===== config.mk =====
export PLATFORM = sky130hd
export DESIGN_NAME = tga_rle_stream_decoder_flat
export DESIGN_NICKNAME = d
export VERILOG_FILES = /design/src/tga_rle_pkg.sv /design/src/tga_rle_in_if.sv /design/src/tga_rle_out_if.sv /design/src/tga_rle_stream_decoder.sv /design/src/flat_wrapper.sv
export SDC_FILE = /design/constraint.sdc
export NUM_CORES = 1
export LEC_CHECK = 0
export ABC_AREA = 0
export BUFFER_PORTS_ARGS = -buffer_cell sky130_fd_sc_hd__buf_4
export CAP_MARGIN = 10
export CORE_ASPECT_RATIO = 0.6
export CORE_MARGIN = 5
export CORE_UTILIZATION = 44
export DETAILED_ROUTE_END_ITERATION = 6
export PLACE_DENSITY = 0.66
export SETUP_SLACK_MARGIN = 0.4
export SLEW_MARGIN = 20
export SYNTH_ARGS = -nofsm -noshare
export SYNTH_HDL_FRONTEND = slang
export SYNTH_SLANG_ARGS = --single-unit

===== constraint.sdc =====
create_clock -name clk -period 16.5 [get_ports clk]
set_input_delay 1.65 -clock clk [delete_from_list [all_inputs] [get_ports clk]]
set_output_delay 1.65 -clock clk [all_outputs]
set_load 0.03 [all_outputs]

===== src/tga_rle_pkg.sv =====
// ============================================================================
// TGA RLE decoder package
// Shared types and constants of the truecolor TGA stream decoder.
// ============================================================================
`default_nettype none

package tga_rle_pkg;

    localparam int unsigned COORD_BITS_DEFAULT = 16;

    localparam logic [15:0] MAX_WIDTH_RESET  = 16'd4096;
    localparam logic [15:0] MAX_HEIGHT_RESET = 16'd4096;

    // configuration register indexes
    localparam logic CFG_MAX_WIDTH  = 1'b0;
    localparam logic CFG_MAX_HEIGHT = 1'b1;

    // header byte offsets
    localparam logic [4:0] HDR_ID_LEN    = 5'd0;
    localparam logic [4:0] HDR_CMAP      = 5'd1;
    localparam logic [4:0] HDR_KIND      = 5'd2;
    localparam logic [4:0] HDR_WIDTH_LO  = 5'd12;
    localparam logic [4:0] HDR_WIDTH_HI  = 5'd13;
    localparam logic [4:0] HDR_HEIGHT_LO = 5'd14;
    localparam logic [4:0] HDR_HEIGHT_HI = 5'd15;
    localparam logic [4:0] HDR_DEPTH     = 5'd16;
    localparam logic [4:0] HDR_ATTR      = 5'd17;

    localparam logic [7:0] KIND_RAW  = 8'd2;
    localparam logic [7:0] KIND_RLE  = 8'd10;
    localparam logic [7:0] DEPTH_24  = 8'd24;
    localparam logic [7:0] DEPTH_32  = 8'd32;

    localparam logic [7:0] ATTR_TOP_DOWN  = 8'h20;
    localparam logic [7:0] ATTR_RIGHT     = 8'h10;
    localparam logic [7:0] ATTR_ALPHA_MSK = 8'h0F;
    localparam logic [3:0] ALPHA_BITS_8   = 4'd8;
    localparam logic [7:0] ALPHA_OPAQUE   = 8'd255;

    typedef enum logic [2:0] {
        ST_OK         = 3'd0,
        ST_COLORMAP   = 3'd1,
        ST_TYPE_DEPTH = 3'd2,
        ST_ATTRIB     = 3'd3,
        ST_SIZE       = 3'd4,
        ST_TRUNCATED  = 3'd5,
        ST_OVERFLOW   = 3'd6
    } status_t;

    typedef enum logic [4:0] {
        PH_HEADER = 5'b00001,
        PH_IDSKIP = 5'b00010,
        PH_PACKET = 5'b00100,
        PH_PIXEL  = 5'b01000,
        PH_DONE   = 5'b10000
    } phase_t;

endpackage

`default_nettype wire


===== src/tga_rle_in_if.sv =====
// ============================================================================
// TGA RLE input channel
// Valid/ready byte channel carrying one file byte and its end mark.
// ============================================================================
`default_nettype none

interface tga_rle_in_if;
    logic       valid;
    logic       ready;
    logic [7:0] data_byte;
    logic       end_of_file;

    modport source (output valid, output data_byte, output end_of_file, input ready);
    modport sink   (input valid, input data_byte, input end_of_file, output ready);
endinterface

`default_nettype wire


===== src/tga_rle_out_if.sv =====
// ============================================================================
// TGA RLE output channel
// Valid/ready channel carrying one decoded pixel run and its status.
// ============================================================================
`default_nettype none

interface tga_rle_out_if;
    logic                 valid;
    logic                 ready;
    logic [7:0]           red;
    logic [7:0]           green;
    logic [7:0]           blue;
    logic [7:0]           alpha;
    logic [15:0]          column;
    logic [15:0]          row;
    logic [7:0]           run_length;
    logic                 final_res;
    tga_rle_pkg::status_t status;
    logic                 has_alpha;

    modport source (
        output valid, output red, output green, output blue, output alpha,
        output column, output row, output run_length, output final_res,
        output status, output has_alpha, input ready
    );
    modport sink (
        input valid, input red, input green, input blue, input alpha,
        input column, input row, input run_length, input final_res,
        input status, input has_alpha, output ready
    );
endinterface

`default_nettype wire


===== src/tga_rle_stream_decoder.sv =====
// ============================================================================
// TGA truecolor stream decoder
// Parses the header, skips the ID field and decodes raw or RLE pixel runs.
// ============================================================================
// The block takes one file byte per beat and can accept a beat in every
// cycle while not stalled: each byte updates the header, packet and pixel
// counters, and a finished run lands in the output register in the cycle
// after its last byte is accepted. Input stalls only while that register
// holds a run that the consumer has not yet taken. Configuration writes to
// max_width and max_height must happen between files.
`default_nettype none

module tga_rle_stream_decoder #(
    parameter int unsigned COORD_BITS = tga_rle_pkg::COORD_BITS_DEFAULT
) (
    input  wire logic        clk,
    input  wire logic        rst_n,
    input  wire logic        cfg_write,
    input  wire logic        cfg_index,
    input  wire logic [15:0] cfg_data,
    tga_rle_in_if.sink       in_ch,
    tga_rle_out_if.source    out_ch
);

    localparam logic [15:0] COORD_MASK = 16'((32'd1 << COORD_BITS) - 32'd1);

    typedef logic [COORD_BITS-1:0] coord_t;

    typedef struct packed {
        logic [7:0]           red;
        logic [7:0]           green;
        logic [7:0]           blue;
        logic [7:0]           alpha;
        logic [15:0]          column;
        logic [15:0]          row;
        logic [7:0]           run_length;
        logic                 final_res;
        tga_rle_pkg::status_t status;
        logic                 has_alpha;
    } result_t;

    logic [15:0] max_width_reg, max_height_reg;

    tga_rle_pkg::phase_t phase_reg, phase_next;
    logic [4:0]  header_index_reg, header_index_next;
    logic [7:0]  id_skip_left_reg, id_skip_left_next;
    logic        colormap_present_reg, colormap_present_next;
    logic [7:0]  image_kind_reg, image_kind_next;
    logic [7:0]  bits_per_pixel_reg, bits_per_pixel_next;
    logic [7:0]  attribute_bits_reg, attribute_bits_next;
    logic [15:0] image_columns_reg, image_columns_next;
    logic [15:0] image_rows_reg, image_rows_next;
    coord_t      column_count_reg, column_count_next;
    coord_t      row_count_reg, row_count_next;
    logic [7:0]  packet_left_reg, packet_left_next;
    logic        packet_repeats_reg, packet_repeats_next;
    logic [1:0]  pixel_byte_index_reg, pixel_byte_index_next;
    logic [23:0] pixel_bytes_reg, pixel_bytes_next;

    logic        out_valid_reg, out_valid_next;
    result_t     result_reg, result_next;

    logic        in_fire;
    logic        final_c, emit_c, clear_c, give_c;
    logic        alpha8_c;
    tga_rle_pkg::status_t status_c;
    logic [7:0]  run_c, len_c, abyte_c;
    logic [16:0] packet_end_c, col_sum_c;
    logic [2:0]  byte_inc_c, nbytes_c;
    logic [23:0] pix_c;
    logic [15:0] row_flip_c;
    coord_t      row_c;
    logic [COORD_BITS:0] row_inc_c;

    assign in_ch.ready = !out_valid_reg || out_ch.ready;
    assign in_fire     = in_ch.valid && in_ch.ready;

    always_ff @(posedge clk or negedge rst_n)
    begin
        if (!rst_n)
        begin
            max_width_reg  <= tga_rle_pkg::MAX_WIDTH_RESET;
            max_height_reg <= tga_rle_pkg::MAX_HEIGHT_RESET;
        end
        else if (cfg_write)
        begin
            if (cfg_index == tga_rle_pkg::CFG_MAX_WIDTH)
                max_width_reg <= cfg_data;
            else
                max_height_reg <= cfg_data;
        end
    end

    always_comb
    begin
        phase_next            = phase_reg;
        header_index_next     = header_index_reg;
        id_skip_left_next     = id_skip_left_reg;
        colormap_present_next = colormap_present_reg;
        image_kind_next       = image_kind_reg;
        bits_per_pixel_next   = bits_per_pixel_reg;
        attribute_bits_next   = attribute_bits_reg;
        image_columns_next    = image_columns_reg;
        image_rows_next       = image_rows_reg;
        column_count_next     = column_count_reg;
        row_count_next        = row_count_reg;
        packet_left_next      = packet_left_reg;
        packet_repeats_next   = packet_repeats_reg;
        pixel_byte_index_next = pixel_byte_index_reg;
        pixel_bytes_next      = pixel_bytes_reg;

        final_c  = 1'b0;
        emit_c   = 1'b0;
        clear_c  = 1'b0;
        give_c   = 1'b0;
        status_c = tga_rle_pkg::ST_OK;
        alpha8_c = (attribute_bits_reg & tga_rle_pkg::ATTR_ALPHA_MSK)
                   == {4'd0, tga_rle_pkg::ALPHA_BITS_8};
        run_c        = {1'b0, in_ch.data_byte[6:0]} + 8'd1;
        packet_end_c = {1'b0, 16'(column_count_reg)} + {9'd0, run_c};
        len_c        = 8'd0;
        abyte_c      = tga_rle_pkg::ALPHA_OPAQUE;
        byte_inc_c   = {1'b0, pixel_byte_index_reg} + 3'd1;
        nbytes_c     = (bits_per_pixel_reg == tga_rle_pkg::DEPTH_32) ? 3'd4 : 3'd3;
        pix_c        = pixel_bytes_reg;
        col_sum_c    = 17'd0;
        row_inc_c    = {1'b0, row_count_reg} + {{COORD_BITS{1'b0}}, 1'b1};
        row_flip_c   = image_rows_reg - 16'd1 - 16'(row_count_reg);
        row_c        = (attribute_bits_reg & tga_rle_pkg::ATTR_TOP_DOWN) != 8'd0
                       ? row_count_reg : row_flip_c[COORD_BITS-1:0];

        result_next = '0;

        if (in_fire)
        begin
            case (phase_reg)
                tga_rle_pkg::PH_HEADER:
                begin
                    case (header_index_reg)
                        tga_rle_pkg::HDR_ID_LEN:    id_skip_left_next = in_ch.data_byte;
                        tga_rle_pkg::HDR_CMAP:
                            colormap_present_next = in_ch.data_byte != 8'd0;
                        tga_rle_pkg::HDR_KIND:      image_kind_next = in_ch.data_byte;
                        tga_rle_pkg::HDR_WIDTH_LO:
                            image_columns_next[7:0] = in_ch.data_byte;
                        tga_rle_pkg::HDR_WIDTH_HI:
                            image_columns_next[15:8] = in_ch.data_byte;
                        tga_rle_pkg::HDR_HEIGHT_LO:
                            image_rows_next[7:0] = in_ch.data_byte;
                        tga_rle_pkg::HDR_HEIGHT_HI:
                            image_rows_next[15:8] = in_ch.data_byte;
                        tga_rle_pkg::HDR_DEPTH:     bits_per_pixel_next = in_ch.data_byte;
                        tga_rle_pkg::HDR_ATTR:      attribute_bits_next = in_ch.data_byte;
                        default: ;
                    endcase
                    if (header_index_reg < tga_rle_pkg::HDR_ATTR)
                    begin
                        header_index_next = header_index_reg + 5'd1;
                    end
                    else
                    begin
                        alpha8_c = (attribute_bits_next & tga_rle_pkg::ATTR_ALPHA_MSK)
                                   == {4'd0, tga_rle_pkg::ALPHA_BITS_8};
                        if (image_columns_next == 16'd0
                            || image_columns_next > max_width_reg
                            || image_columns_next > COORD_MASK
                            || image_rows_next == 16'd0
                            || image_rows_next > max_height_reg
                            || image_rows_next > COORD_MASK)
                            status_c = tga_rle_pkg::ST_SIZE;
                        else if (colormap_present_next)
                            status_c = tga_rle_pkg::ST_COLORMAP;
                        else if ((image_kind_next != tga_rle_pkg::KIND_RAW
                                  && image_kind_next != tga_rle_pkg::KIND_RLE)
                                 || (bits_per_pixel_next != tga_rle_pkg::DEPTH_24
                                     && bits_per_pixel_next != tga_rle_pkg::DEPTH_32))
                            status_c = tga_rle_pkg::ST_TYPE_DEPTH;
                        else if ((attribute_bits_next & tga_rle_pkg::ATTR_RIGHT) != 8'd0
                                 || ((attribute_bits_next & tga_rle_pkg::ATTR_ALPHA_MSK)
                                         != 8'd0
                                     && !alpha8_c))
                            status_c = tga_rle_pkg::ST_ATTRIB;

                        if (status_c != tga_rle_pkg::ST_OK)
                            final_c = 1'b1;
                        else if (id_skip_left_next != 8'd0)
                            phase_next = tga_rle_pkg::PH_IDSKIP;
                        else if (image_kind_next == tga_rle_pkg::KIND_RLE)
                            phase_next = tga_rle_pkg::PH_PACKET;
                        else
                            phase_next = tga_rle_pkg::PH_PIXEL;
                    end
                end

                tga_rle_pkg::PH_IDSKIP:
                begin
                    id_skip_left_next = id_skip_left_reg - 8'd1;
                    if (id_skip_left_next == 8'd0)
                        phase_next = (image_kind_reg == tga_rle_pkg::KIND_RLE)
                                     ? tga_rle_pkg::PH_PACKET : tga_rle_pkg::PH_PIXEL;
                end

                tga_rle_pkg::PH_PACKET:
                begin
                    packet_repeats_next = in_ch.data_byte[7];
                    if (packet_end_c > {1'b0, image_columns_reg})
                    begin
                        status_c = tga_rle_pkg::ST_OVERFLOW;
                        final_c  = 1'b1;
                    end
                    else
                    begin
                        packet_left_next      = run_c;
                        pixel_byte_index_next = 2'd0;
                        phase_next            = tga_rle_pkg::PH_PIXEL;
                    end
                end

                tga_rle_pkg::PH_PIXEL:
                begin
                    case (pixel_byte_index_reg)
                        2'd0: pix_c = {16'd0, in_ch.data_byte};
                        2'd1: pix_c = pixel_bytes_reg | {8'd0, in_ch.data_byte, 8'd0};
                        2'd2: pix_c = pixel_bytes_reg | {in_ch.data_byte, 16'd0};
                        default: abyte_c = in_ch.data_byte;
                    endcase
                    pixel_bytes_next      = pix_c;
                    pixel_byte_index_next = byte_inc_c[1:0];
                    if (byte_inc_c >= nbytes_c)
                    begin
                        pixel_byte_index_next = 2'd0;
                        emit_c = 1'b1;
                        if (image_kind_reg == tga_rle_pkg::KIND_RLE)
                        begin
                            if (packet_repeats_reg)
                            begin
                                len_c            = packet_left_reg;
                                packet_left_next = 8'd0;
                            end
                            else
                            begin
                                len_c            = 8'd1;
                                packet_left_next = packet_left_reg - 8'd1;
                            end
                            if (packet_left_next == 8'd0)
                                phase_next = tga_rle_pkg::PH_PACKET;
                        end
                        else
                        begin
                            len_c = 8'd1;
                        end

                        result_next.blue       = pix_c[7:0];
                        result_next.green      = pix_c[15:8];
                        result_next.red        = pix_c[23:16];
                        result_next.alpha      =
                            (bits_per_pixel_reg == tga_rle_pkg::DEPTH_32 && alpha8_c)
                            ? abyte_c : tga_rle_pkg::ALPHA_OPAQUE;
                        result_next.column     = 16'(column_count_reg);
                        result_next.row        = 16'(row_c);
                        result_next.run_length = len_c;

                        col_sum_c = {1'b0, 16'(column_count_reg)} + {9'd0, len_c};
                        if (col_sum_c >= {1'b0, image_columns_reg})
                        begin
                            column_count_next = '0;
                            row_count_next    = row_inc_c[COORD_BITS-1:0];
                            if (17'(row_inc_c) >= {1'b0, image_rows_reg})
                            begin
                                final_c  = 1'b1;
                                status_c = tga_rle_pkg::ST_OK;
                            end
                        end
                        else
                        begin
                            column_count_next = col_sum_c[COORD_BITS-1:0];
                        end
                    end
                end

                default:
                begin
                    clear_c = in_ch.end_of_file;
                end
            endcase

            if (phase_reg != tga_rle_pkg::PH_DONE)
            begin
                if (!final_c && in_ch.end_of_file)
                begin
                    final_c  = 1'b1;
                    status_c = tga_rle_pkg::ST_TRUNCATED;
                end
                give_c = final_c || emit_c;
                if (final_c)
                begin
                    if (in_ch.end_of_file)
                        clear_c = 1'b1;
                    else
                        phase_next = tga_rle_pkg::PH_DONE;
                end
            end
        end

        result_next.final_res = final_c;
        result_next.status    = status_c;
        result_next.has_alpha = alpha8_c;

        if (clear_c)
        begin
            phase_next            = tga_rle_pkg::PH_HEADER;
            header_index_next     = 5'd0;
            id_skip_left_next     = 8'd0;
            colormap_present_next = 1'b0;
            image_kind_next       = 8'd0;
            bits_per_pixel_next   = 8'd0;
            attribute_bits_next   = 8'd0;
            image_columns_next    = 16'd0;
            image_rows_next       = 16'd0;
            column_count_next     = '0;
            row_count_next        = '0;
            packet_left_next      = 8'd0;
            packet_repeats_next   = 1'b0;
            pixel_byte_index_next = 2'd0;
            pixel_bytes_next      = 24'd0;
        end

        // hold a waiting beat, load a new one, drop a taken one
        if (give_c)
            out_valid_next = 1'b1;
        else if (out_ch.ready)
            out_valid_next = 1'b0;
        else
            out_valid_next = out_valid_reg;
    end

    always_ff @(posedge clk or negedge rst_n)
    begin
        if (!rst_n)
        begin
            phase_reg            <= tga_rle_pkg::PH_HEADER;
            header_index_reg     <= 5'd0;
            id_skip_left_reg     <= 8'd0;
            colormap_present_reg <= 1'b0;
            image_kind_reg       <= 8'd0;
            bits_per_pixel_reg   <= 8'd0;
            attribute_bits_reg   <= 8'd0;
            image_columns_reg    <= 16'd0;
            image_rows_reg       <= 16'd0;
            column_count_reg     <= '0;
            row_count_reg        <= '0;
            packet_left_reg      <= 8'd0;
            packet_repeats_reg   <= 1'b0;
            pixel_byte_index_reg <= 2'd0;
            pixel_bytes_reg      <= 24'd0;
            out_valid_reg        <= 1'b0;
        end
        else
        begin
            phase_reg            <= phase_next;
            header_index_reg     <= header_index_next;
            id_skip_left_reg     <= id_skip_left_next;
            colormap_present_reg <= colormap_present_next;
            image_kind_reg       <= image_kind_next;
            bits_per_pixel_reg   <= bits_per_pixel_next;
            attribute_bits_reg   <= attribute_bits_next;
            image_columns_reg    <= image_columns_next;
            image_rows_reg       <= image_rows_next;
            column_count_reg     <= column_count_next;
            row_count_reg        <= row_count_next;
            packet_left_reg      <= packet_left_next;
            packet_repeats_reg   <= packet_repeats_next;
            pixel_byte_index_reg <= pixel_byte_index_next;
            pixel_bytes_reg      <= pixel_bytes_next;
            out_valid_reg        <= out_valid_next;
        end
    end

    always_ff @(posedge clk)
    begin
        if (give_c)
            result_reg <= result_next;
    end

    assign out_ch.valid      = out_valid_reg;
    assign out_ch.red        = result_reg.red;
    assign out_ch.green      = result_reg.green;
    assign out_ch.blue       = result_reg.blue;
    assign out_ch.alpha      = result_reg.alpha;
    assign out_ch.column     = result_reg.column;
    assign out_ch.row        = result_reg.row;
    assign out_ch.run_length = result_reg.run_length;
    assign out_ch.final_res  = result_reg.final_res;
    assign out_ch.status     = result_reg.status;
    assign out_ch.has_alpha  = result_reg.has_alpha;

endmodule

`default_nettype wire


===== src/flat_wrapper.sv =====
// flat-port wrapper written by rule: the top's interface ports become plain ports
module tga_rle_stream_decoder_flat 
#(
    parameter int unsigned COORD_BITS = tga_rle_pkg::COORD_BITS_DEFAULT
)
  (clk, rst_n, cfg_write, cfg_index, cfg_data, in_ch_valid, in_ch_data_byte, in_ch_end_of_file, in_ch_ready, out_ch_valid, out_ch_red, out_ch_green, out_ch_blue, out_ch_alpha, out_ch_column, out_ch_row, out_ch_run_length, out_ch_final_res, out_ch_status, out_ch_has_alpha, out_ch_ready);
  tga_rle_in_if in_ch_i ();
  tga_rle_out_if out_ch_i ();
  input  wire logic clk;
  input  wire logic rst_n;
  input  wire logic cfg_write;
  input  wire logic cfg_index;
  input  wire logic [15:0] cfg_data;
  input wire logic [$bits(in_ch_i.valid)-1:0] in_ch_valid;
  input wire logic [$bits(in_ch_i.data_byte)-1:0] in_ch_data_byte;
  input wire logic [$bits(in_ch_i.end_of_file)-1:0] in_ch_end_of_file;
  output wire logic [$bits(in_ch_i.ready)-1:0] in_ch_ready;
  output wire logic [$bits(out_ch_i.valid)-1:0] out_ch_valid;
  output wire logic [$bits(out_ch_i.red)-1:0] out_ch_red;
  output wire logic [$bits(out_ch_i.green)-1:0] out_ch_green;
  output wire logic [$bits(out_ch_i.blue)-1:0] out_ch_blue;
  output wire logic [$bits(out_ch_i.alpha)-1:0] out_ch_alpha;
  output wire logic [$bits(out_ch_i.column)-1:0] out_ch_column;
  output wire logic [$bits(out_ch_i.row)-1:0] out_ch_row;
  output wire logic [$bits(out_ch_i.run_length)-1:0] out_ch_run_length;
  output wire logic [$bits(out_ch_i.final_res)-1:0] out_ch_final_res;
  output wire logic [$bits(out_ch_i.status)-1:0] out_ch_status;
  output wire logic [$bits(out_ch_i.has_alpha)-1:0] out_ch_has_alpha;
  input wire logic [$bits(out_ch_i.ready)-1:0] out_ch_ready;
  assign in_ch_i.valid = in_ch_valid;
  assign in_ch_i.data_byte = in_ch_data_byte;
  assign in_ch_i.end_of_file = in_ch_end_of_file;
  assign in_ch_ready = in_ch_i.ready;
  assign out_ch_valid = out_ch_i.valid;
  assign out_ch_red = out_ch_i.red;
  assign out_ch_green = out_ch_i.green;
  assign out_ch_blue = out_ch_i.blue;
  assign out_ch_alpha = out_ch_i.alpha;
  assign out_ch_column = out_ch_i.column;
  assign out_ch_row = out_ch_i.row;
  assign out_ch_run_length = out_ch_i.run_length;
  assign out_ch_final_res = out_ch_i.final_res;
  assign out_ch_status = out_ch_i.status;
  assign out_ch_has_alpha = out_ch_i.has_alpha;
  assign out_ch_i.ready = out_ch_ready;
  tga_rle_stream_decoder #(.COORD_BITS(COORD_BITS)) u_core (.clk(clk), .rst_n(rst_n), .cfg_write(cfg_write), .cfg_index(cfg_index), .cfg_data(cfg_data), .in_ch(in_ch_i), .out_ch(out_ch_i));
endmodule

# == Word-level counts from Yosys, hierarchy flattened ==
# Index checks and enable logic that the tools add are counted.
# word_totals
regBits,250
latch_bits,0
mem_bits_rw,0
rom_bits,0
inputBits,31
out_inout_bits,79
elab_cells,281
n_memories,0
# classes
n_addsub,10
multipliers,0
n_div,0
order_cmp,9
eq_ne,27
shifts,0
n_mux,149
bitwise,3
n_reduce_logical,54
# op_table
cell,count
8-bit 2-to-1 mux,46
16-bit 2-to-1 mux,17
5-bit 2-to-1 mux,17
24-bit 2-to-1 mux,3
24-bit case mux with 3 select lines,1
6-bit 2-to-1 mux,6
1-bit 2-to-1 mux,35
16-bit by 8-bit adder with 17-bit output,2
17-bit by 16-bit greater-or-equal comparator with 1-bit output,2
3-bit 2-to-1 mux,11
16-bit > comparator,2
"16-bit > comparator, second input constant",2
16-bit zero test,2
8-bit case mux with 2 select lines,2
"5-bit by 4-bit == test with 1-bit output, second input constant",5
24-bit by 16-bit OR with 24-bit output,1
24-bit OR,1
8-bit nonzero test,3
5-bit case mux with 4 select lines,1
2-bit nonzero test,9
"16-bit by 1-bit adder with 17-bit output, second input constant",1
17-bit by 16-bit > comparator with 1-bit output,1
"8-bit by 4-bit == test with 1-bit output, second input constant",2
8-bit zero test,2
other kinds (41),78

# == Longest topological paths before layout ==
# Gate-level depths: netlist (run 1).
# logic_depth
depth_word,30
mapped_depth,27
ltp_nobuf,25

# == Worst setup path before layout (run 1) ==
# Ideal clock, no wire load.
# synth_timing
path_type,input to register
start,in in_ch_data_byte[0]
end,reg u_core.result_reg (netlist bit u_core.out_ch.alpha[0]) (enable)
setup_time_ps,540
arrival_time_ps,8924
t_required_ps,15960
path_slack_ps,7037
cell_stages,22
n_path_buf,1
cell_sequence,clkbuf_1 inv_1 ha_1 ha_1 a21o_1 a21oi_1 o21bai_1 a21oi_1 nor2b_1 nor2_1 nor2b_1 o31ai_1 xnor2_1 ha_1 and3_1 a221o_1 a31oi_1 o21ai_0 a22o_1 and2_1 a21oi_1 a21oi_1
# synth_between
elab_chain_cells,27
elab_cells_between_ends,72
cone_classes,add/sub: 2; order compare: 5; eq/ne: 5; mux: 41; reduce/logical: 19
# synth_rtl
item,line,text
start: declaration,flat_wrapper.sv:15,input wire logic [$bits(in_ch_i.data_byte)-1:0] in_ch_data_byte;
branches (longest 17 deep; another with 16-bit by 8-bit adder with 17-bit output),n/a,
1-bit case mux with 3 select lines *,tga_rle_stream_decoder.sv:136,case (phase_reg)
1-bit 2-to-1 mux *,tga_rle_stream_decoder.sv:134,if (in_fire)
1-bit zero test,tga_rle_stream_decoder.sv:289,if (!final_c && in_ch.end_of_file)
1-bit logical AND,tga_rle_stream_decoder.sv:289,
1-bit 2-to-1 mux *,tga_rle_stream_decoder.sv:289,
1-bit 2-to-1 mux *,tga_rle_stream_decoder.sv:287,if (phase_reg != tga_rle_pkg::PH_DONE)
1-bit 2-to-1 mux *,tga_rle_stream_decoder.sv:134,
1-bit logical OR *,tga_rle_stream_decoder.sv:294,give_c = final_c || emit_c;
1-bit 2-to-1 mux *,tga_rle_stream_decoder.sv:287,
1-bit 2-to-1 mux *,tga_rle_stream_decoder.sv:134,
net u_core.give_c,tga_rle_stream_decoder.sv:64,"logic final_c, emit_c, clear_c, give_c;"
end signal: assignment,tga_rle_stream_decoder.sv:382,result_reg <= result_next;
end: declaration,tga_rle_stream_decoder.sv:61,"result_t result_reg, result_next;"
# Mark *: on every way through the listed nets, which the timed path passes. The select of a mux whose other input is x is not followed.
# A chain may end at the register's enable or synchronous reset.

# == Worst setup path after layout (run 1) ==
# layout_timing
start,reg u_core.image_kind_reg[4]
end,reg u_core.row_count_reg[3]
# layout_between
elab_chain_cells,27
elab_cells_between_ends,41
cone_classes,add/sub: 1; order compare: 1; eq/ne: 3; mux: 26; reduce/logical: 10
# layout_rtl
item,line,text
start: declaration,tga_rle_stream_decoder.sv:48,"logic [7:0] image_kind_reg, image_kind_next;"
start signal: assignment,tga_rle_stream_decoder.sv:364,image_kind_reg <= image_kind_next;
branches (longest 27 deep; another with 16-bit by 8-bit adder with 17-bit output),n/a,
end signal: assignment,tga_rle_stream_decoder.sv:370,row_count_reg <= row_count_next;
end: declaration,tga_rle_stream_decoder.sv:54,"coord_t row_count_reg, row_count_next;"
# Several ways; the timed one is not identified. The select of a mux whose other input is x is not followed.

==> impl_metrics.ini, run 1 <==
[floorplanning]
initial_utilization = 0.446
floorplan.die.height_um = 156
rows = 53
core_region_area_um2 = 35000
die_w_um = 253
pin_count = 110
dieArea_um2 = 39500

[cells_and_area]
fin_cells = 2202
flow.area_growth_from_synthesis_pct = 13.3
post_route_cells_drive_above_1_share = 0.130
largest_reg_flops = 24
final_core_utilization = 0.505
antenna-diode-count = 0
final_cell_area_um2 = 17700
nNetsFinal = 1879

[pwr]
power_leakage_nw = 7.98
p_per_area_nw_per_um2 = 127
maximum_resistive_drop_on_vdd_v = 0.0000705
total_power_mw = 2.25

[cts]
cts-resized-gates = 0
clk-insertion-delay-late_ns = 0.55
cts.sinks = 250
root_buffer = sky130_fd_sc_hd__clkbuf_16
htree_num_levels = 1
ctsLongestPathBuffers = 3
cts_setup_buffers = 0
cts.reportedPaths.clkPinSlew_ns = 0.06
cts_hold_buffers_added = 0
cts_inserted_buffers = 26
cts_tree = done

[place]
dp_cells = 2154
gp_congestion = 0.926
port_bufs = 109
detailed_place.area_um2 = 16800
hpwl_mm = 33.4
pre_cts_slack_ns = 9.45

[sta]
clock.fmax_ghz = 0.146
post-route-min-period_ns = 6.86
worst_pin_slew_ns = 1.09
final-hold-violation-count = 0
totalNegativeSetupSlack_ns = 0
rsz_0062_raised_after_global_routing = no
whs_ns = 0.496
setup_viol = 0
finalClockSkew_ns = 0.0140
slew_headroom = 0.269
finalMaxSlewViolations = 0
post-route-worst-setup-slack_ns = 9.64
final.period_utilization = 0.416

[critical_path]
worst-endpoint-arrival_ns = 7.23
setup.worst_path.class = reg -> reg
critical_path_peak_fanout = 32
start_kind = flop
critPathRequiredTime_ns = 16.88
critical_path_capture_point_type = flop
reg2regPathDepth = 22

[drt]
ratio_of_routed_vias_to_standard_cells = 5.90
drt-wirelength-per-cell_um = 20.6
postRouteAntennaNets = 0
drt_first_pass_iters = 5
drt-initial-drc-count = 1368
route.detailed.drc = 0
detail_route.wirelength_mm = 45.4
route.vias.total = 13002

[grt]
maximum_number_of_pins_on_one_net_before_global_route_repair = 97
grt_pass1_vias = 12291
global_route.usage.total = 0.226
antenna_found_initial = 0
grt_first_pass_wirelength_mm = 71.3
globalRoute.totalOverflow = 0

[synthesis]
synth_largest_area_cell = sky130_fd_sc_hd__dfrtp_1
synth_top_area_share = 0.272
synthCells = 1655
synth-seq-cells = 250
mappedNetlistArea_um2 = 15600
post_synth_main_area_contributors = sky130_fd_sc_hd__dfrtp_1, sky130_fd_sc_hd__edfxtp_1, sky130_fd_sc_hd__ha_1
synth-seq-area-share = 0.425
synth_area_per_cell_um2 = 9.44
synthesis.yosys.warnings = 0
ys.flop_type = sky130_fd_sc_hd__dfrtp_1
edff_count_synth = 77
netlist_top_cells_count = sky130_fd_sc_hd__nor2_1, sky130_fd_sc_hd__dfrtp_1, sky130_fd_sc_hd__ha_1, sky130_fd_sc_hd__nand2_1, sky130_fd_sc_hd__inv_1
distinct_cells_synth = 84
synth_most_common_cell = sky130_fd_sc_hd__nor2_1
syn_nets = 1819
async_reset_ff_frac = 0.692

[hold_path]
min_delay_path_class = reg -> reg
worstHoldPathCells = 2

[run]
maxCapViolations = 0

[run_status]
outcome = completed
[report_power, final]
part / switching [mW] / internal, mW
registers: 0.0736 / 0.727
clock network: 0.256 / 0.373
logic: 0.517 / 0.307
total: 0.847 / 1.41
[worst paths after layout]
| kind | to | from | slack, ns |
|---|---|---|---|
| min in group asynchronous | u_core.bits_per_pixel_reg[4] | rst_n | 1.19 |
| hold / removal | u_core.pixel_bytes_reg[8] | u_core.pixel_bytes_reg[8] | 0.50 |
| hold reg to reg | u_core.pixel_bytes_reg[8] | u_core.pixel_bytes_reg[8] | 0.50 |
| setup reg to reg | u_core.row_count_reg[3] | u_core.image_kind_reg[4] | 9.64 |
| setup / recovery | u_core.row_count_reg[3] | u_core.image_kind_reg[4] | 9.64 |
| max in group asynchronous | u_core.column_count_reg[6] | rst_n | 13.98 |
[placed cells by master, fill, tap and decap left out, types with 6 or more instances in the layout]
master / synthesis / final
sky130_fd_sc_hd__dfrtp_1: 170 / 170
sky130_fd_sc_hd__a21oi_1: 98 / 97
sky130_fd_sc_hd__o22ai_1: 18 / 18
sky130_fd_sc_hd__and2_1: 15 / 15
sky130_fd_sc_hd__or3_1: 8 / 8
sky130_fd_sc_hd__a21o_1: 19 / 19
sky130_fd_sc_hd__nor2b_1: 15 / 15
sky130_fd_sc_hd__nand2b_1: 8 / 8
sky130_fd_sc_hd__o31ai_1: 10 / 10
sky130_fd_sc_hd__clkbuf_8: 0 / 6
sky130_fd_sc_hd__o21ai_0: 98 / 98
sky130_fd_sc_hd__nand4_1: 20 / 20
sky130_fd_sc_hd__xor2_1: 18 / 18
sky130_fd_sc_hd__and3_1: 40 / 39
sky130_fd_sc_hd__inv_1: 115 / 115
sky130_fd_sc_hd__nor3_1: 29 / 29
sky130_fd_sc_hd__or4_1: 7 / 7
sky130_fd_sc_hd__nand3b_1: 8 / 8
sky130_fd_sc_hd__a22o_1: 40 / 40
sky130_fd_sc_hd__nand2_1: 126 / 126
sky130_fd_sc_hd__clkbuf_16: 0 / 27
sky130_fd_sc_hd__o21ai_1: 10 / 9
sky130_fd_sc_hd__a31oi_1: 13 / 13
sky130_fd_sc_hd__buf_4: 1 / 119
sky130_fd_sc_hd__nor4_1: 9 / 9
sky130_fd_sc_hd__mux2_2: 31 / 31
sky130_fd_sc_hd__edfxtp_1: 77 / 77
sky130_fd_sc_hd__ha_1: 130 / 130
sky130_fd_sc_hd__o21a_1: 11 / 11
sky130_fd_sc_hd__nor2_1: 173 / 173
sky130_fd_sc_hd__a221o_1: 6 / 6
sky130_fd_sc_hd__a211oi_1: 33 / 33
sky130_fd_sc_hd__nand3_1: 42 / 42
sky130_fd_sc_hd__a22oi_1: 21 / 21
sky130_fd_sc_hd__xnor2_1: 49 / 49
sky130_fd_sc_hd__mux2i_1: 14 / 14
[cells by family (layout without fill, tap and decap cells)]
logic type	count (synthesis)	count (layout)	share of synthesized area
adder cells (fa/ha/maj)	133	133	0.108
AND/OR/NAND/NOR	535	535	0.171
XOR/XNOR	67	67	0.0376
multiplexers	46	46	0.0322
buffers and inverters	204	284	0.0509
flip-flops	250	250	0.425
AO/OA/AOI/OAI	420	420	0.175
[cell type report]
| type | instances | area, µm² |
|---|---|---|
| Clock buffer | 36 | 769 |
| Clock inverter | 12 | 144 |
| Fill cell | 3243 | 17300 |
| Inverter | 115 | 432 |
| Multi-Input combinational cell | 1201 | 8200 |
| Sequential cell | 250 | 6650 |
| Tap cell | 467 | 584 |
| Timing Repair Buffer | 121 | 916 |
[worst max-delay path, stage by stage, from the launching register on]
cell and delay [ns]:
sky130_fd_sc_hd__dfrtp_1 0.37, sky130_fd_sc_hd__or4_4 0.56, sky130_fd_sc_hd__nor4b_4 0.40, sky130_fd_sc_hd__nand2_1 0.33, sky130_fd_sc_hd__nor2_1 0.50, sky130_fd_sc_hd__nand2_1 0.21
sky130_fd_sc_hd__fa_1 0.47, sky130_fd_sc_hd__nor2b_1 0.19, sky130_fd_sc_hd__o31ai_2 0.10, sky130_fd_sc_hd__a21oi_1 0.23, sky130_fd_sc_hd__o21ai_0 0.11, sky130_fd_sc_hd__nand2b_1 0.18
sky130_fd_sc_hd__nand2_1 0.14, sky130_fd_sc_hd__nor2_1 0.14, sky130_fd_sc_hd__xor2_1 0.23, sky130_fd_sc_hd__ha_1 0.29, sky130_fd_sc_hd__a21o_1 0.16, sky130_fd_sc_hd__a21o_1 0.18
sky130_fd_sc_hd__or4_1 0.40, sky130_fd_sc_hd__a21oi_1 0.32, sky130_fd_sc_hd__nand2_1 0.12, sky130_fd_sc_hd__nand2b_1 0.76, sky130_fd_sc_hd__o21ai_0 0.25
[metal layers]
metal,up-vias,GRT usage,part of all wire,wire length (µm)
met5,-,0.00238,0,0
met1,6306,0.374,0.50,22900
met4,0,0.0370,0.015,699
met3,55,0.0606,0.10,4530
li1,6081,-,-,-
met2,560,0.294,0.38,17300
(Power assumes the default switching activity.)
==> run 2: changes to the inputs <==
==> constraint.sdc (replaced) <==
create_clock -name clk -period 7 [get_ports clk]
set_input_delay 0.7 -clock clk [delete_from_list [all_inputs] [get_ports clk]]
set_output_delay 0.7 -clock clk [all_outputs]
set_load 0.03 [all_outputs]
==> run 2 against run 1 <==
Net effect: clock skew up 0.012 ns; final cell count increased by 0.18%; flip-flop and latch count is the same; die area unchanged; non-clock buffer count grew 4; worst hold slack got worse by 0.49 ns; routed wire length shrank 0.68%; via count about the same; worst setup slack worse by 8.8 ns; core utilization grew 0.23 points.
==> impl_metrics.ini, run 2 (synthesized netlist as in run 1, its figures left out) <==
[cts]
cts.sinks = 250
root_buffer = sky130_fd_sc_hd__clkbuf_16
cts_inserted_buffers = 26
htree_num_levels = 1
cts-resized-gates = 0
cts_tree = done
cts_hold_buffers_added = 0
clk-insertion-delay-late_ns = 0.57
cts.reportedPaths.clkPinSlew_ns = 0.07
cts_setup_buffers = 0
ctsLongestPathBuffers = 3

[run_status]
outcome = completed

[sta]
post-route-min-period_ns = 6.15
finalClockSkew_ns = 0.0259
final.period_utilization = 0.878
slew_headroom = 0.312
final-hold-violation-count = 0
clock.fmax_ghz = 0.163
totalNegativeSetupSlack_ns = 0
rsz_0062_raised_after_global_routing = no
worst_pin_slew_ns = 1.03
finalMaxSlewViolations = 0
setup_viol = 0
whs_ns = 0.00199

[critical_path]
crit_slowest_cell = sky130_fd_sc_hd__or4_4
crit_path_frequent_cell = sky130_fd_sc_hd__nand2_1
setup.worst_path.class = reg -> reg
critical_path_capture_point_type = flop
start_kind = flop
critical_path_peak_fanout = 12
worstPathCellList = or4_4 -> nor4b_4 -> nand2_1 -> nor2_4 -> nand2_1 -> fa_1 -> nor2b_1 -> o31ai_2 -> a21oi_1 -> o21ai_0 -> nand2b_1 -> nand2_1 -> nor2_1 -> xor2_1 -> ha_1 -> a21o_1 -> a21o_1 -> or4_1 -> a21oi_1 -> a2111oi_1 -> a211oi_4 -> nand3_2 -> a31oi_2
critPathBufInv = 0
cp_top_family = simple AND/OR/NAND/NOR gates
worst-endpoint-arrival_ns = 6.54
cpPeakStageDelay_ns = 0.55
critPathRequiredTime_ns = 7.39

[cells_and_area]
post_route_cells_drive_above_1_share = 0.135
final_cell_area_um2 = 17800
mostFrequentLayoutCells = sky130_fd_sc_hd__nor2_1, sky130_fd_sc_hd__dfrtp_1, sky130_fd_sc_hd__ha_1
flow.area_growth_from_synthesis_pct = 13.8
largest_reg_flops = 24
antenna-diode-count = 0
num-fill-cells = 3212
fin_cells = 2206
nNetsFinal = 1883

[pwr]
combPwrFrac = 0.366
sw_ratio = 0.378
p_per_area_nw_per_um2 = 300
clock_power_share = 0.283
share_of_power_burned_in_registers = 0.351
net_switching_power_mw = 2.02
internal_power_mw = 3.32
power_leakage_nw = 8.01
maximum_resistive_drop_on_vdd_v = 0.000183

[floorplanning]
die_w_um = 253
floorplan.die.height_um = 156
rows = 53
pin_count = 110
core_region_area_um2 = 35000
initial_utilization = 0.446
dieArea_um2 = 39500

[drt]
drt_first_pass_iters = 7
postRouteAntennaNets = 0
detail_route.wirelength_mm = 45.1
route.detailed.drc = 0
drt-initial-drc-count = 1317
drt-wirelength-per-cell_um = 20.5
ratio_of_routed_vias_to_standard_cells = 5.89
route.vias.total = 13001

[grt]
grt_first_pass_wirelength_mm = 70.5
maximum_number_of_pins_on_one_net_before_global_route_repair = 102
antenna_found_initial = 0
grt_pass1_vias = 12124
global_route.usage.total = 0.223
globalRoute.totalOverflow = 0

[place]
dp_cells = 2157
gp_congestion = 0.928
port_bufs = 109
hpwl_mm = 32.3
detailed_place.area_um2 = 16800

[hold_path]
min_delay_path_class = in -> async

[run]
maxCapViolations = 0
[run 2: final timing paths]
| kind | from | end | slack, ns | cells past startpoint |
|---|---|---|---|---|
| setup / recovery | u_core.image_kind_reg[4] | u_core.out_ch.status[2] | 0.85 | 23 |
| hold / removal | rst_n | u_core.pixel_bytes_reg[10] | 0.002 | 1 |
| setup reg to reg | u_core.image_kind_reg[4] | u_core.out_ch.status[2] | 0.85 | 23 |
| hold reg to reg | u_core.bits_per_pixel_reg[7] | u_core.bits_per_pixel_reg[7] | 0.49 | 1 |
| max in group asynchronous | rst_n | u_core.row_count_reg[12] | 5.71 | 2 |
| min in group clk | cfg_data[14] | u_core.max_width_reg[14] | 0.34 | 3 |
[run 2: final cells by class]
type | instances | area [µm²] | area share
inverters | 115 | 432 | 0.0243
clock buffers | 31 | 709 | 0.0399
repair buffers | 125 | 975 | 0.0548
clock inverters | 17 | 211 | 0.0119
multi-input cells | 1201 | 8220 | 0.462
well taps | 467 | 584 | 0.0329
flip-flops and latches | 250 | 6650 | 0.374
[run 2: power by group through the flow]
stage | Clock, mW | Combinational [mW] | Sequential [mW]
3_5_place_dp | 0 | 1.91 | 1.90
2_1_floorplan | 0 | 1.30 | 1.95
5_1_grt | 1.59 | 2.15 | 1.90
3_3_place_gp | 0 | 1.86 | 1.89
6_report | 1.51 | 1.95 | 1.87
4_1_cts | 1.54 | 1.92 | 1.87
[run 2: metal layers]
metal	vias up	track usage	routed length, µm
li1	6103	-	-
met1	6259	0.358	22000
met2	560	0.299	17500
met3	79	0.0596	4560
met4	0	0.0439	991
met5	-	0	0
[run 2: metrics by stage]
stage / util / setup slack [ns] / power [mW]
after floorplan: - / 1.05 / 3.25
after global placement: 0.480 / 0.970 / 3.75
after detailed placement: 0.480 / 0.733 / 3.80
after CTS: 0.506 / 0.693 / 5.34
after global routing: 0.508 / 0.406 / 5.64
final: 0.508 / 0.851 / 5.34
==> run 3: changes to the inputs <==
--- a/config.mk
+++ b/config.mk
@@ -5,14 +5,13 @@
 export SDC_FILE = /design/constraint.sdc
 export NUM_CORES = 1
 export LEC_CHECK = 0
-export ABC_AREA = 0
+export ABC_AREA = 1
 export BUFFER_PORTS_ARGS = -buffer_cell sky130_fd_sc_hd__buf_4
 export CAP_MARGIN = 10
 export CORE_ASPECT_RATIO = 0.6
 export CORE_MARGIN = 5
 export CORE_UTILIZATION = 44
 export DETAILED_ROUTE_END_ITERATION = 6
-export PLACE_DENSITY = 0.66
 export SETUP_SLACK_MARGIN = 0.4
 export SLEW_MARGIN = 20
 export SYNTH_ARGS = -nofsm -noshare
==> run 3 against run 2 <==
Net effect: global-route usage increased by 1.7 points; first-iteration DRC count increased by 8.7%; combinational power increased by 12%; flip-flop and latch count unchanged; worst hold slack improved by 0.11 ns; core utilization is 0.17 points higher; total power rose by 6.0%; non-clock buffer count grew 4; clock-buffer cell count rose by 1; highest routed layer unchanged.
==> impl_metrics.ini, run 3 <==
[sta]
setup_viol = 0
final.period_utilization = 0.843
finalMaxSlewViolations = 0
worst_pin_slew_ns = 1.16
finalClockSkew_ns = 0.0178
post-route-worst-setup-slack_ns = 1.10
rsz_0062_raised_after_global_routing = no
post-route-min-period_ns = 5.90
totalNegativeSetupSlack_ns = 0
slew_headroom = 0.223
clock.fmax_ghz = 0.169
final-hold-violation-count = 0

[run]
maxCapViolations = 0

[drt]
drt_first_pass_iters = 5
ratio_of_routed_vias_to_standard_cells = 5.46
postRouteAntennaNets = 0
route.detailed.drc = 0
drt-wirelength-per-cell_um = 18.7
route.vias.total = 14820
detail_route.wirelength_mm = 50.9
drt-initial-drc-count = 1432

[cts]
cts_setup_buffers = 0
cts_inserted_buffers = 27
htree_num_levels = 1
ctsLongestPathBuffers = 3
cts.reportedPaths.clkPinSlew_ns = 0.07
cts_hold_buffers_added = 0
root_buffer = sky130_fd_sc_hd__clkbuf_16
cts_tree = done
cts.sinks = 250
clk-insertion-delay-late_ns = 0.57
cts-resized-gates = 0

[synthesis]
post_synth_main_area_contributors = sky130_fd_sc_hd__dfrtp_1, sky130_fd_sc_hd__edfxtp_1, sky130_fd_sc_hd__ha_1
ys.flop_type = sky130_fd_sc_hd__dfrtp_1
synth_top_area_share = 0.259
synth-seq-area-share = 0.404
synth-seq-cells = 250
synthesis.yosys.warnings = 0
synth_largest_area_cell = sky130_fd_sc_hd__dfrtp_1
mappedNetlistArea_um2 = 16400
synth_area_per_cell_um2 = 7.81
async_reset_ff_frac = 0.692
netlist_top_cells_count = sky130_fd_sc_hd__nand2_1, sky130_fd_sc_hd__inv_1, sky130_fd_sc_hd__nor2_1, sky130_fd_sc_hd__dfrtp_1, sky130_fd_sc_hd__o21ai_0
edff_count_synth = 77
synth_most_common_cell = sky130_fd_sc_hd__nand2_1
syn_nets = 2268
distinct_cells_synth = 54
synthCells = 2104

[cells_and_area]
antenna-diode-count = 0
final_cell_area_um2 = 18700
final_common_cell = sky130_fd_sc_hd__nand2_1
largest_reg_flops = 24
multiInputGateArea_um2 = 8160
final_core_utilization = 0.509
flow.area_growth_from_synthesis_pct = 13.5
mostFrequentLayoutCells = sky130_fd_sc_hd__nand2_1, sky130_fd_sc_hd__inv_1, sky130_fd_sc_hd__nor2_1
post_route_cells_drive_above_1_share = 0.0991
register_area_um2 = 6650
num-fill-cells = 3577
nNetsFinal = 2352

[pwr]
maximum_resistive_drop_on_vdd_v = 0.000176
p_per_area_nw_per_um2 = 303
power_leakage_nw = 9.28
total_power_mw = 5.66

[critical_path]
critical_r2r_capture = u_core.row_count_reg[14]
setup.worst_path.start = u_core.image_kind_reg[0]
endpoint = u_core.row_count_reg[14]
r2r_setup_slack_ns = 1.10
critical_path_capture_point_type = flop
reg2regPathDepth = 29
setup.worst_path.class = reg -> reg
start_kind = flop
critPathRequiredTime_ns = 7.48
crit_slowest_cell = sky130_fd_sc_hd__fa_1
critical_path_peak_fanout = 27
worst-endpoint-arrival_ns = 6.38
cpPeakStageDelay_ns = 0.44
crit-reg2reg-launch = u_core.image_kind_reg[0]

[grt]
grt_first_pass_wirelength_mm = 79.9
grt_pass1_vias = 13703
global_route.usage.total = 0.240
globalRoute.totalOverflow = 0
maximum_number_of_pins_on_one_net_before_global_route_repair = 120
antenna_found_initial = 1

[floorplanning]
pin_count = 110
dieArea_um2 = 41400
core_region_area_um2 = 36600
initial_utilization = 0.449
floorplan.die.height_um = 160
die_w_um = 260
rows = 54

[place]
detailed_place.area_um2 = 17700
hpwl_mm = 37.9
gp_congestion = 0.936
pre_cts_slack_ns = 1.02
port_bufs = 109

[run_status]
outcome = completed

[hold_path]
min_delay_path_class = in -> async
run 3: cell types whose count changed after synthesis, moves of 21 or more:
cell,delta
sky130_fd_sc_hd__nand2_1,+305
sky130_fd_sc_hd__inv_1,+211
sky130_fd_sc_hd__nand3_1,+93
sky130_fd_sc_hd__o21ai_0,+64
sky130_fd_sc_hd__o22ai_1,+55
sky130_fd_sc_hd__xnor2_1,-42
sky130_fd_sc_hd__a22o_1,-40
sky130_fd_sc_hd__and3_1,-40
sky130_fd_sc_hd__mux2_2,-31
sky130_fd_sc_hd__xor2_1,+29
sky130_fd_sc_hd__a211oi_1,-27
sky130_fd_sc_hd__clkbuf_1,-21
run 3: worst min-delay path by stage:
stage | end | startpoint | cells after the start | slack [ns]
finish | u_core.max_width_reg[11] | rst_n | 1 | 0.11
global route | u_core.max_height_reg[11] | rst_n | 1 | 0.15
CTS | u_core.max_height_reg[11] | rst_n | 1 | 0.12
detailed placement | u_core.max_width_reg[1] | u_core.max_width_reg[1] | 2 | 0.47
global placement | u_core.attribute_bits_reg[4] | u_core.attribute_bits_reg[4] | 2 | 0.47
floorplan | u_core.attribute_bits_reg[0] | rst_n | 0 | 0.40
run 3: metrics by stage:
step	instances	hold slack, ns
2_1_floorplan	2104	0.404
3_3_place_gp	2663	0.466
3_5_place_dp	2663	0.473
4_1_cts	2713	0.125
5_1_grt	2713	0.154
6_report	2713	0.109
run 3: layout make-up:
class / count / share of cell area
clock buffer: 32 / 0.0384
inverter: 337 / 0.0679
sequential: 250 / 0.356
timing repair buffer: 129 / 0.0535
multi-input combinational: 1443 / 0.438
clock inverter: 18 / 0.0125
tap: 504 / 0.0338
run 3: critical path, delay by kind of cell (launching register included):
kind / cells / cell delay, ns
AND/OR/NAND/NOR: 16 / 2.72
buffers and inverters: 7 / 1.06
adder cells (fa/ha/maj): 2 / 0.74
AO/OA/AOI/OAI: 3 / 0.72
flip-flops: 1 / 0.38
XOR/XNOR: 1 / 0.24
run 3: cells by family (layout without fill, tap and decap cells):
family	Yosys count	after routing	synth area share
xor gates and xnor gates	54	54	0.0288
AOI/OAI and AO/OA	412	412	0.141
adders and majority gates	133	133	0.103
buffers and inverters	411	516	0.0993
DFF	250	250	0.404
and+or+nand+nor	844	844	0.224
run 3: power by group:
group	total, mW	internal [mW]	switching (mW)
Sequential	1.90	1.74	0.164
Clock	1.57	0.920	0.646
Combinational	2.19	0.672	1.52
run 3: routing by layer:
| layer | track usage | vias to the layer above | wire length (µm) |
|---|---|---|---|
| li1 | - | 7165 | - |
| met1 | 0.399 | 7012 | 25600 |
| met2 | 0.312 | 578 | 19400 |
| met3 | 0.0562 | 65 | 4970 |
| met4 | 0.0410 | 0 | 862 |
| met5 | 0 | - | 0 |
